File: src/design/tlvp_pkg.sv
// ----------------------------------------------------------------------------
// tlvp_pkg: shared types and constants of the TLV container parser
// Transfer structs, status and section codes, limits and the CRC-8 step.
// ----------------------------------------------------------------------------
package tlvp_pkg;

    // Section size limits
    localparam logic [15:0] MAX_BEHAVIOR_BYTES = 16'd256;
    localparam logic [15:0] MAX_DATA_BYTES     = 16'd256;
    localparam logic [15:0] MAX_STATE_BYTES    = 16'd256;
    localparam logic [15:0] CAPABILITY_BYTES   = 16'd32;

    // Output queue geometry
    localparam int FIFO_DEPTH = 4;
    localparam int FIFO_AW    = $clog2(FIFO_DEPTH);
    localparam int FIFO_CW    = $clog2(FIFO_DEPTH + 1);

    // Configuration port
    localparam int CFG_INDEX_W = 3;
    localparam int CFG_DATA_W  = 16;
    localparam logic [CFG_INDEX_W-1:0] CFG_MAGIC    = 3'd0;
    localparam logic [CFG_INDEX_W-1:0] CFG_TAG_BEH  = 3'd1;
    localparam logic [CFG_INDEX_W-1:0] CFG_TAG_DATA = 3'd2;
    localparam logic [CFG_INDEX_W-1:0] CFG_TAG_ST   = 3'd3;
    localparam logic [CFG_INDEX_W-1:0] CFG_TAG_CAP  = 3'd4;

    // Status codes
    localparam logic [2:0] ST_OK      = 3'd0;
    localparam logic [2:0] ST_SHORT   = 3'd1;
    localparam logic [2:0] ST_CRC     = 3'd2;
    localparam logic [2:0] ST_MAGIC   = 3'd3;
    localparam logic [2:0] ST_OVERRUN = 3'd4;

    // Result kinds
    localparam logic KIND_PAYLOAD = 1'b0;
    localparam logic KIND_STATUS  = 1'b1;

    // Section codes
    localparam logic [1:0] SEC_BEHAVIOR   = 2'd0;
    localparam logic [1:0] SEC_DATA       = 2'd1;
    localparam logic [1:0] SEC_STATE      = 2'd2;
    localparam logic [1:0] SEC_CAPABILITY = 2'd3;

    localparam logic [7:0] CRC_POLY = 8'h07;

    typedef struct packed {
        logic [7:0] in_byte;
        logic       end_of_message;
    } item_t;

    typedef struct packed {
        logic        kind;
        logic [1:0]  section;
        logic [7:0]  section_offset;
        logic [7:0]  payload_byte;
        logic [2:0]  status;
        logic [7:0]  version_out;
        logic [7:0]  flags_out;
        logic [15:0] fuel_out;
        logic [7:0]  total_len_out;
        logic        last;
    } result_t;

    // Up to two results written into the output queue per accepted byte
    typedef struct packed {
        logic [1:0] cnt;
        result_t    first;
        result_t    second;
    } push_t;

    typedef struct packed {
        logic                   we;
        logic [CFG_INDEX_W-1:0] index;
        logic [CFG_DATA_W-1:0]  data;
    } cfg_write_t;

    // CRC-8, MSB first, no reflection
    function automatic logic [7:0] crc8_step(input logic [7:0] crc, input logic [7:0] b);
        logic [7:0] c;
        c = crc ^ b;
        for (int i = 0; i < 8; i++)
        begin
            if (c[7])
            begin
                c = {c[6:0], 1'b0} ^ CRC_POLY;
            end
            else
            begin
                c = {c[6:0], 1'b0};
            end
        end
        return c;
    endfunction

endpackage

File: src/design/tlv_container_parser_crc8.sv
// ----------------------------------------------------------------------------
// tlv_container_parser_crc8: TLV message parser with CRC-8 header check
// Byte-wide parser that emits record payload bytes and one end status.
// ----------------------------------------------------------------------------
//  Channel   Handshake                     Payload
//  item      item_valid / item_ready       item   (in_byte, end_of_message)
//  result    result_valid / result_ready   result (kind ... last)
//  config    cfg_we, no wait               cfg_index, cfg_data
//
//  One byte is accepted per cycle while item_ready is high; the parse state is
//  updated and its results are written to the queue as the byte is accepted.
//  A byte can cause two results; the four-entry result queue drains one per
//  cycle while result_ready is high, so item_ready drops only below two free slots.
//  Reset (rst_n low, asynchronous) returns to the header phase with an empty
//  queue and default tag codes.
// ----------------------------------------------------------------------------
module tlv_container_parser_crc8 (
    input  logic                                 clk,
    input  logic                                 rst_n,
    input  logic                                 item_valid,
    output logic                                 item_ready,
    input  tlvp_pkg::item_t                      item,
    output logic                                 result_valid,
    input  logic                                 result_ready,
    output tlvp_pkg::result_t                    result,
    input  logic                                 cfg_we,
    input  logic [tlvp_pkg::CFG_INDEX_W-1:0]     cfg_index,
    input  logic [tlvp_pkg::CFG_DATA_W-1:0]      cfg_data
);
    import tlvp_pkg::*;

    cfg_write_t cfg;
    push_t      push;
    logic       room;
    logic       take;

    assign cfg.we     = cfg_we;
    assign cfg.index  = cfg_index;
    assign cfg.data   = cfg_data;
    assign item_ready = room;
    assign take       = item_valid && item_ready;

    tlvp_parser u_parser (
        .clk   (clk),
        .rst_n (rst_n),
        .take  (take),
        .item  (item),
        .cfg   (cfg),
        .push  (push)
    );

    tlvp_out_fifo u_out_fifo (
        .clk       (clk),
        .rst_n     (rst_n),
        .push      (push),
        .room      (room),
        .out_valid (result_valid),
        .out_ready (result_ready),
        .out_data  (result)
    );

endmodule

File: src/design/tlvp_parser.sv
// ----------------------------------------------------------------------------
// tlvp_parser: header and record state machine
// Updates the parse state on each accepted byte and forms its results.
// ----------------------------------------------------------------------------
module tlvp_parser (
    input  logic                 clk,
    input  logic                 rst_n,
    input  logic                 take,
    input  tlvp_pkg::item_t      item,
    input  tlvp_pkg::cfg_write_t cfg,
    output tlvp_pkg::push_t      push
);
    import tlvp_pkg::*;

    localparam logic [2:0] PH_HEADER  = 3'd0;
    localparam logic [2:0] PH_TAG     = 3'd1;
    localparam logic [2:0] PH_LEN_HI  = 3'd2;
    localparam logic [2:0] PH_LEN_LO  = 3'd3;
    localparam logic [2:0] PH_PAYLOAD = 3'd4;
    localparam logic [2:0] PH_SKIP    = 3'd5;

    // Configuration
    logic [15:0] magic_value_reg;
    logic [7:0]  tag_behavior_reg, tag_data_reg, tag_state_reg, tag_capability_reg;

    // Message state
    logic [3:0]  header_count_reg, header_count_next;
    logic [7:0]  crc_reg, crc_next;
    logic [15:0] magic_seen_reg, magic_seen_next;
    logic [7:0]  version_seen_reg, version_seen_next;
    logic [7:0]  flags_seen_reg, flags_seen_next;
    logic [15:0] fuel_seen_reg, fuel_seen_next;
    logic [7:0]  total_len_seen_reg, total_len_seen_next;
    logic [2:0]  phase_reg, phase_next;
    logic [7:0]  record_tag_reg, record_tag_next;
    logic [15:0] record_length_reg, record_length_next;
    logic [15:0] bytes_remaining_reg, bytes_remaining_next;
    logic        record_accepted_reg, record_accepted_next;
    logic [1:0]  record_section_reg, record_section_next;
    logic [2:0]  error_code_reg, error_code_next;

    logic [7:0]  b;
    logic        eom;
    logic [15:0] len_new;
    logic [15:0] offset_full;
    logic [1:0]  sec_dec;
    logic        acc_dec;
    logic [2:0]  step_status;
    logic [2:0]  final_status;
    logic        pay_valid;
    result_t     pay_res;
    result_t     st_res;

    assign b           = item.in_byte;
    assign eom         = item.end_of_message;
    assign len_new     = {record_length_reg[15:8], b};
    assign offset_full = record_length_reg - bytes_remaining_reg;

    // Record acceptance, first matching tag wins
    always_comb
    begin
        sec_dec = SEC_BEHAVIOR;
        acc_dec = 1'b0;
        if (len_new != 16'd0)
        begin
            if (record_tag_reg == tag_behavior_reg)
            begin
                sec_dec = SEC_BEHAVIOR;
                acc_dec = (len_new <= MAX_BEHAVIOR_BYTES);
            end
            else if (record_tag_reg == tag_data_reg)
            begin
                sec_dec = SEC_DATA;
                acc_dec = (len_new <= MAX_DATA_BYTES);
            end
            else if (record_tag_reg == tag_state_reg)
            begin
                sec_dec = SEC_STATE;
                acc_dec = (len_new <= MAX_STATE_BYTES);
            end
            else if (record_tag_reg == tag_capability_reg)
            begin
                sec_dec = SEC_CAPABILITY;
                acc_dec = (len_new == CAPABILITY_BYTES);
            end
        end
    end

    always_comb
    begin
        header_count_next    = header_count_reg;
        crc_next             = crc_reg;
        magic_seen_next      = magic_seen_reg;
        version_seen_next    = version_seen_reg;
        flags_seen_next      = flags_seen_reg;
        fuel_seen_next       = fuel_seen_reg;
        total_len_seen_next  = total_len_seen_reg;
        phase_next           = phase_reg;
        record_tag_next      = record_tag_reg;
        record_length_next   = record_length_reg;
        bytes_remaining_next = bytes_remaining_reg;
        record_accepted_next = record_accepted_reg;
        record_section_next  = record_section_reg;
        error_code_next      = error_code_reg;
        step_status          = ST_OK;
        pay_valid            = 1'b0;

        case (phase_reg)
            PH_HEADER:
            begin
                if (header_count_reg < 4'd7)
                begin
                    crc_next = crc8_step(crc_reg, b);
                end
                case (header_count_reg)
                    4'd0:    magic_seen_next = {b, magic_seen_reg[7:0]};
                    4'd1:    magic_seen_next = {magic_seen_reg[15:8], b};
                    4'd2:    version_seen_next = b;
                    4'd3:    flags_seen_next = b;
                    4'd4:    fuel_seen_next = {b, fuel_seen_reg[7:0]};
                    4'd5:    fuel_seen_next = {fuel_seen_reg[15:8], b};
                    4'd6:    total_len_seen_next = b;
                    default: ;
                endcase
                header_count_next = (header_count_reg < 4'd8) ? header_count_reg + 4'd1 : 4'd8;
                if (header_count_reg >= 4'd7)
                begin
                    // CRC byte: check CRC first, then magic
                    if (crc_reg != b)
                    begin
                        error_code_next = ST_CRC;
                        phase_next      = PH_SKIP;
                    end
                    else if (magic_seen_reg != magic_value_reg)
                    begin
                        error_code_next = ST_MAGIC;
                        phase_next      = PH_SKIP;
                    end
                    else
                    begin
                        phase_next = PH_TAG;
                    end
                end
                else if (eom)
                begin
                    step_status = ST_SHORT;
                end
            end
            PH_TAG:
            begin
                record_tag_next = b;
                phase_next      = PH_LEN_HI;
            end
            PH_LEN_HI:
            begin
                record_length_next = {b, 8'h00};
                phase_next         = PH_LEN_LO;
            end
            PH_LEN_LO:
            begin
                record_length_next   = len_new;
                bytes_remaining_next = len_new;
                record_accepted_next = acc_dec;
                record_section_next  = sec_dec;
                if (len_new == 16'd0)
                begin
                    phase_next = PH_TAG;
                end
                else
                begin
                    phase_next = PH_PAYLOAD;
                    if (eom)
                    begin
                        step_status = ST_OVERRUN;
                    end
                end
            end
            PH_PAYLOAD:
            begin
                pay_valid            = record_accepted_reg;
                bytes_remaining_next = bytes_remaining_reg - 16'd1;
                if (bytes_remaining_next == 16'd0)
                begin
                    phase_next = PH_TAG;
                end
                else if (eom)
                begin
                    step_status = ST_OVERRUN;
                end
            end
            default: ;
        endcase

        final_status = (error_code_next != ST_OK) ? error_code_next : step_status;

        pay_res                = '0;
        pay_res.kind           = KIND_PAYLOAD;
        pay_res.section        = record_section_reg;
        pay_res.section_offset = offset_full[7:0];
        pay_res.payload_byte   = b;
        pay_res.last           = !eom;

        st_res        = '0;
        st_res.kind   = KIND_STATUS;
        st_res.status = final_status;
        st_res.last   = 1'b1;
        if (final_status != ST_SHORT)
        begin
            st_res.version_out   = version_seen_next;
            st_res.flags_out     = flags_seen_next;
            st_res.fuel_out      = fuel_seen_next;
            st_res.total_len_out = total_len_seen_next;
        end

        // End of message: clear back to the header phase
        if (eom)
        begin
            header_count_next    = 4'd0;
            crc_next             = 8'd0;
            magic_seen_next      = 16'd0;
            version_seen_next    = 8'd0;
            flags_seen_next      = 8'd0;
            fuel_seen_next       = 16'd0;
            total_len_seen_next  = 8'd0;
            phase_next           = PH_HEADER;
            record_tag_next      = 8'd0;
            record_length_next   = 16'd0;
            bytes_remaining_next = 16'd0;
            record_accepted_next = 1'b0;
            record_section_next  = SEC_BEHAVIOR;
            error_code_next      = ST_OK;
        end

        push = '0;
        if (take)
        begin
            if (pay_valid && eom)
            begin
                push.cnt    = 2'd2;
                push.first  = pay_res;
                push.second = st_res;
            end
            else if (pay_valid)
            begin
                push.cnt   = 2'd1;
                push.first = pay_res;
            end
            else if (eom)
            begin
                push.cnt   = 2'd1;
                push.first = st_res;
            end
        end
    end

    always_ff @(posedge clk or negedge rst_n)
    begin
        if (!rst_n)
        begin
            magic_value_reg    <= 16'd0;
            tag_behavior_reg   <= 8'd1;
            tag_data_reg       <= 8'd2;
            tag_state_reg      <= 8'd3;
            tag_capability_reg <= 8'd4;
        end
        else if (cfg.we)
        begin
            case (cfg.index)
                CFG_MAGIC:    magic_value_reg    <= cfg.data;
                CFG_TAG_BEH:  tag_behavior_reg   <= cfg.data[7:0];
                CFG_TAG_DATA: tag_data_reg       <= cfg.data[7:0];
                CFG_TAG_ST:   tag_state_reg      <= cfg.data[7:0];
                CFG_TAG_CAP:  tag_capability_reg <= cfg.data[7:0];
                default: ;
            endcase
        end
    end

    always_ff @(posedge clk or negedge rst_n)
    begin
        if (!rst_n)
        begin
            header_count_reg    <= 4'd0;
            crc_reg             <= 8'd0;
            magic_seen_reg      <= 16'd0;
            version_seen_reg    <= 8'd0;
            flags_seen_reg      <= 8'd0;
            fuel_seen_reg       <= 16'd0;
            total_len_seen_reg  <= 8'd0;
            phase_reg           <= PH_HEADER;
            record_tag_reg      <= 8'd0;
            record_length_reg   <= 16'd0;
            bytes_remaining_reg <= 16'd0;
            record_accepted_reg <= 1'b0;
            record_section_reg  <= SEC_BEHAVIOR;
            error_code_reg      <= ST_OK;
        end
        else if (take)
        begin
            header_count_reg    <= header_count_next;
            crc_reg             <= crc_next;
            magic_seen_reg      <= magic_seen_next;
            version_seen_reg    <= version_seen_next;
            flags_seen_reg      <= flags_seen_next;
            fuel_seen_reg       <= fuel_seen_next;
            total_len_seen_reg  <= total_len_seen_next;
            phase_reg           <= phase_next;
            record_tag_reg      <= record_tag_next;
            record_length_reg   <= record_length_next;
            bytes_remaining_reg <= bytes_remaining_next;
            record_accepted_reg <= record_accepted_next;
            record_section_reg  <= record_section_next;
            error_code_reg      <= error_code_next;
        end
    end

    a_payload_has_bytes: assert property (@(posedge clk) disable iff (!rst_n)
        phase_reg == PH_PAYLOAD |-> bytes_remaining_reg != 16'd0)
        else $error("payload phase with no bytes remaining");

    a_header_count_range: assert property (@(posedge clk) disable iff (!rst_n)
        (phase_reg != PH_HEADER) |-> header_count_reg == 4'd8 || header_count_reg == 4'd0)
        else $error("header count inconsistent with parse phase");

    a_pair_order: assert property (@(posedge clk) disable iff (!rst_n)
        push.cnt == 2'd2 |-> push.first.kind == KIND_PAYLOAD && !push.first.last
                             && push.second.kind == KIND_STATUS && push.second.last)
        else $error("two results not ordered payload then status");

    a_error_skips: assert property (@(posedge clk) disable iff (!rst_n)
        error_code_reg != ST_OK |-> phase_reg == PH_SKIP)
        else $error("header error without skip phase");

endmodule

File: src/design/tlvp_out_fifo.sv
// ----------------------------------------------------------------------------
// tlvp_out_fifo: result queue
// Takes up to two results per cycle and hands out one per transfer.
// ----------------------------------------------------------------------------
module tlvp_out_fifo (
    input  logic              clk,
    input  logic              rst_n,
    input  tlvp_pkg::push_t   push,
    output logic              room,
    output logic              out_valid,
    input  logic              out_ready,
    output tlvp_pkg::result_t out_data
);
    import tlvp_pkg::*;

    result_t              entry_reg [FIFO_DEPTH];
    logic [FIFO_AW-1:0]   wptr_reg, rptr_reg;
    logic [FIFO_CW-1:0]   count_reg, count_next;
    logic [FIFO_AW-1:0]   wptr_plus1;
    logic                 pop;

    assign wptr_plus1 = wptr_reg + FIFO_AW'(1);
    assign out_valid  = (count_reg != '0);
    assign out_data   = entry_reg[rptr_reg];
    assign pop        = out_valid && out_ready;
    // Accept a byte only with space for its worst case of two results
    assign room       = (count_reg <= FIFO_CW'(FIFO_DEPTH - 2));
    assign count_next = count_reg + FIFO_CW'(push.cnt) - FIFO_CW'(pop);

    always_ff @(posedge clk)
    begin
        if (push.cnt != 2'd0)
        begin
            entry_reg[wptr_reg] <= push.first;
        end
        if (push.cnt == 2'd2)
        begin
            entry_reg[wptr_plus1] <= push.second;
        end
    end

    always_ff @(posedge clk or negedge rst_n)
    begin
        if (!rst_n)
        begin
            wptr_reg  <= '0;
            rptr_reg  <= '0;
            count_reg <= '0;
        end
        else
        begin
            wptr_reg  <= wptr_reg + FIFO_AW'(push.cnt);
            rptr_reg  <= rptr_reg + FIFO_AW'(pop);
            count_reg <= count_next;
        end
    end

    a_count_bound: assert property (@(posedge clk) disable iff (!rst_n)
        count_reg <= FIFO_CW'(FIFO_DEPTH))
        else $error("result queue count beyond depth");

    a_push_needs_room: assert property (@(posedge clk) disable iff (!rst_n)
        push.cnt != 2'd0 |-> room)
        else $error("result written without room");

    a_count_tracks: assert property (@(posedge clk) disable iff (!rst_n)
        (push.cnt == 2'd2 && !pop) |=> count_reg == $past(count_reg) + FIFO_CW'(2))
        else $error("result queue count lost a write");

endmodule

File: config.mk
export PLATFORM = sky130hd
export DESIGN_NAME = tlv_container_parser_crc8
export DESIGN_NICKNAME = d
export VERILOG_FILES = /design/src/design/tlvp_pkg.sv /design/src/design/tlv_container_parser_crc8.sv /design/src/design/tlvp_parser.sv /design/src/design/tlvp_out_fifo.sv
export SDC_FILE = /design/constraint.sdc
export NUM_CORES = 1
export LEC_CHECK = 0
export BUFFER_PORTS_ARGS = -buffer_cell sky130_fd_sc_hd__buf_2
export CORE_ASPECT_RATIO = 0.5
export CORE_MARGIN = 2
export CORE_UTILIZATION = 58
export CTS_BUF_LIST = sky130_fd_sc_hd__clkbuf_8
export CTS_CLUSTER_DIAMETER = 120
export DETAILED_ROUTE_END_ITERATION = 10
export PLACE_DENSITY = 0.74
export SETUP_SLACK_MARGIN = 0.3
export SLEW_MARGIN = 20
export SYNTH_ARGS = -nofsm -noshare
export SYNTH_HDL_FRONTEND = slang
export SYNTH_HIERARCHICAL = 1
export SYNTH_SLANG_ARGS = --single-unit
export TNS_END_PERCENT = 10
File: constraint.sdc
create_clock -name clk -period 8 [get_ports clk]
set_input_delay 1.6 -clock clk [delete_from_list [all_inputs] [get_ports clk]]
set_output_delay 1.6 -clock clk [all_outputs]
set_load 0.05 [all_outputs]
==> metrics.md <==
| Metric | Value |
|---|---|
| Outcome | completed |
| HP Class | flop to flop |
| Most frequent cell after synthesis | edfxtp_1 |
| First-pass GRT wire length | between 80000 and 90000 µm |
| Num Clock Sinks | roughly 420 |
| Initial antenna violation count | 3 |
| Final net count | around 1800 |
| Cell area after synthesis | 22980 µm² |
| Ports | 98 |
| Cell taking the most area after synthesis | edfxtp_1 |
| Reg clk slew, reported paths | around 0.070 ns |
| Routed WL per cell | 22.70 µm |
| CORE AREA | approximately 39000 µm² |
| Cts bufs inserted | 60 |
| # port buffers | 97 |
| Vias in the first global route | 14124 |
| Buf/Inv on CP | 2 |
| Share of the synthesized area in the top cell type | 0.3293 |
| Top post-synthesis cells by count | edfxtp_1 (252), mux2_4 (179), dfrtp_1 (167), nor2_1 (134), mux2_2 (121) |
| Hold-fix buffers, CTS | 0 |
| FP Rows | 51 |
| Worst skew pair latency | 0.65 ns |
| Leak Pwr | about 9.5 nW |
| CTS-repair resized insts | 0 |
| Gpl congestion | 0.8418 |
| Max Cap Viol | 0 |
| Die footprint | ~41000 µm² |
| Seq cells post-synth | 424 |
| Setup CP Type | flop to output pin |
| Post-CTS setup buffer count | 0 |
| Total vias in the final route | ~14000 |
| Worst path required time | roughly 6.4 ns |
| Share of cells above drive strength 1 | 0.3287 |
| Period utilization | 0.5957 |
| Max VDD drop | 0.2119 mV |
| Final ANT Viol Nets | 0 |
| Netlist cell types | 71 |
| H-Tree Depth | 2 |
| CP startpoint kind | flop |
| Largest net degree at the start of global routing | roughly 100 |
| Max incr delay on CP | 0.87 ns |
| Cells after Synth | 1692 |
| Kind of cell adding the most delay to the critical path | buffers and inverters |
| Clock root cell | clkbuf_8 |
| CP endpoint kind | output pin |
| Post-synth EDFFs | ~250 |
| PwrDens | ~300 nW/µm² |
| DRC | 0 |
| Slew HR | 0.2739 |
| FILL cells | 2934 |
| Slowest CP cell | dfrtp_4 |
| Tmin final | between 4 and 5 ns |
| Post-DP HPWL | around 33000 µm |
| TritonCTS clock tree | done |
| Ys Warns | 6 |
| Starting Density | 0.5894 |
| GRT overflow | 0 |
| Max Slew Vio Count | 0 |
| Worst-margin pin slew | 1.089 ns |
| Avg Cell Area, Syn | 13.58 µm² |
| Maximum fanout along the worst path | 33 |
| CTS Buffer Depth | 3 |
| Die height | 144.8 µm |
| Clock Skew | 0.03883 ns |
| RSZ-0062 raised after global routing | false |
| CP Data Arrival Time | 3.17 ns |
| Drt total wl | between 50000 and 60000 µm |
| GRT Total Usage | 0.2582 |
| DR pass1 iterations | 6 |
| Synth top area cells | edfxtp_1 (33%), dfrtp_1 (18%), mux2_4 (12%) |
| Ys flop type | edfxtp_1 |
| Worst path cell trace | buf_4 > mux4_2 > buf_2 |
| Post-synth ARST share | 0.4057 |
| P&R area growth vs syn | 7.666% |
| Sum Neg Setup Slack | 0 ns |
| Max Clock Freq | between 0.2 and 0.25 GHz |
| First DRT Iteration DRCs | 1297 |
| Setup violators final | 0 |
| Finished Cell Area | 24740 µm² |
| Placed inst area | approximately 24000 µm² |
| Max reg flops | 252 |
| Die W | 285.5 µm |
| Final hold vios | 0 |
| Post-synthesis sequential area ratio | 0.5169 |
| Post-DR vias/cell | approximately 6.0 |
-- worst paths after layout --
path,startpoint,endpoint,slack [ns],depth (start not counted)
max,u_out_fifo/rptr_reg[0]$_DFF_PN0_,result[41],3.23,3
min,u_parser/flags_seen_reg[4]$_DFFE_PN0P_,u_parser/flags_seen_reg[4]$_DFFE_PN0P_,0.48,2
max reg2reg,u_parser/phase_reg[1]$_DFFE_PN0P_,u_out_fifo/entry_reg[2][46]$_DFFE_PP_,3.52,10
min reg2reg,u_parser/flags_seen_reg[4]$_DFFE_PN0P_,u_parser/flags_seen_reg[4]$_DFFE_PN0P_,0.48,2
max in group asynchronous,rst_n,u_parser/total_len_seen_reg[7]$_DFFE_PN0P_,5.39,2
min in group asynchronous,rst_n,u_parser/bytes_remaining_reg[8]$_DFFE_PN0P_,1.07,1
-- power by group --
| part | switching (mW) | internal, mW |
|---|---|---|
| Clock | 0.848 | 0.793 |
| Sequential | 0.341 | 2.64 |
| Combinational | 1.86 | 1.04 |
| Total | 3.05 | 4.47 |
-- worst reg2reg max path: cells and delay by family, from the launching register on --
kind,cells,cell delay (ns)
compound gates,1,0.26
buf+inv,3,1.35
fa+ha+maj,1,0.19
simple gates,5,1.80
flops,1,0.47
-- layout by cell type, fill, tap and decap left out, types with 8 or more instances in the layout --
master,Yosys,layout
nor3_1,18,17
mux2_2,121,121
nand2_1,98,98
mux4_2,63,63
dfrtp_1,167,165
xor2_1,28,28
o21ai_1,9,8
buf_4,34,19
nand2b_1,16,16
clkinv_1,0,19
ha_1,21,21
a21oi_1,37,37
inv_1,28,38
o31ai_1,22,22
mux2i_1,32,32
clkinv_2,0,13
mux2_4,179,179
a22oi_1,19,19
conb_1,1,18
nor2_1,134,132
o41ai_1,9,9
xnor2_1,58,58
or3_1,9,9
buf_2,19,96
clkbuf_8,0,69
nor4_1,14,14
nand4_1,10,10
o2bb2ai_1,14,14
nand3_1,10,10
and2_1,19,19
o21ai_0,94,93
a22o_1,10,10
edfxtp_1,252,252
-- cell type report --
class                           instances  area, µm²  share of cell area
Antenna cell                            1      2.502           0.0001011
Sequential cell                       424      11880              0.4803
Multi-Input combinational cell       1127      10280              0.4155
Timing Repair Buffer                  117      654.4             0.02645
Inverter                               29      108.9            0.004400
Clock buffer                           69      949.7             0.03838
Tap cell                              530      663.1             0.02680
Clock inverter                         44      198.9            0.008041
-- routing by layer --
metal | routed length, µm | global-route usage | part of all wire | up-vias
li1 | - | - | - | 6433
met3 | 4611 | 0.06176 | 0.087 | 78
met2 | 24120 | 0.4103 | 0.45 | 506
met4 | 955 | 0.06283 | 0.018 | 6
met1 | 23400 | 0.3621 | 0.44 | 7093
met5 | 41 | 0 | 0.00077 | -
-- cells by family (layout without fill, tap and decap cells) --
kind of cell,after synthesis,in the layout,share of synthesized area
buffers and inverters,158,259,0.04198
XOR/XNOR,86,86,0.03278
AO/OA/AOI/OAI,240,240,0.06583
other,1,19,0.0001632
adder cells (fa/ha/maj),23,23,0.01318
multiplexers,395,395,0.2519
AND/OR/NAND/NOR,365,365,0.07726
flip-flops,424,424,0.5169
-- through the flow --
step | std cells | power, mW | worst slack [ns] | utilization | hold slack, ns
finish | 2341 | 7.520 | 3.234 | 0.6346 | 0.4826
CTS | 2339 | 7.548 | 3.148 | 0.6335 | 0.4851
floorplan | 1709 | 5.243 | 0.4025 | - | 0.4431
global route | 2340 | 7.911 | 3.020 | 0.6345 | 0.4983
detailed placement | 2226 | 5.905 | 2.619 | 0.6041 | 0.4708
global placement | 2226 | 5.865 | 2.711 | 0.6041 | 0.4610
Note: power is estimated with default switching activity, not from simulation.
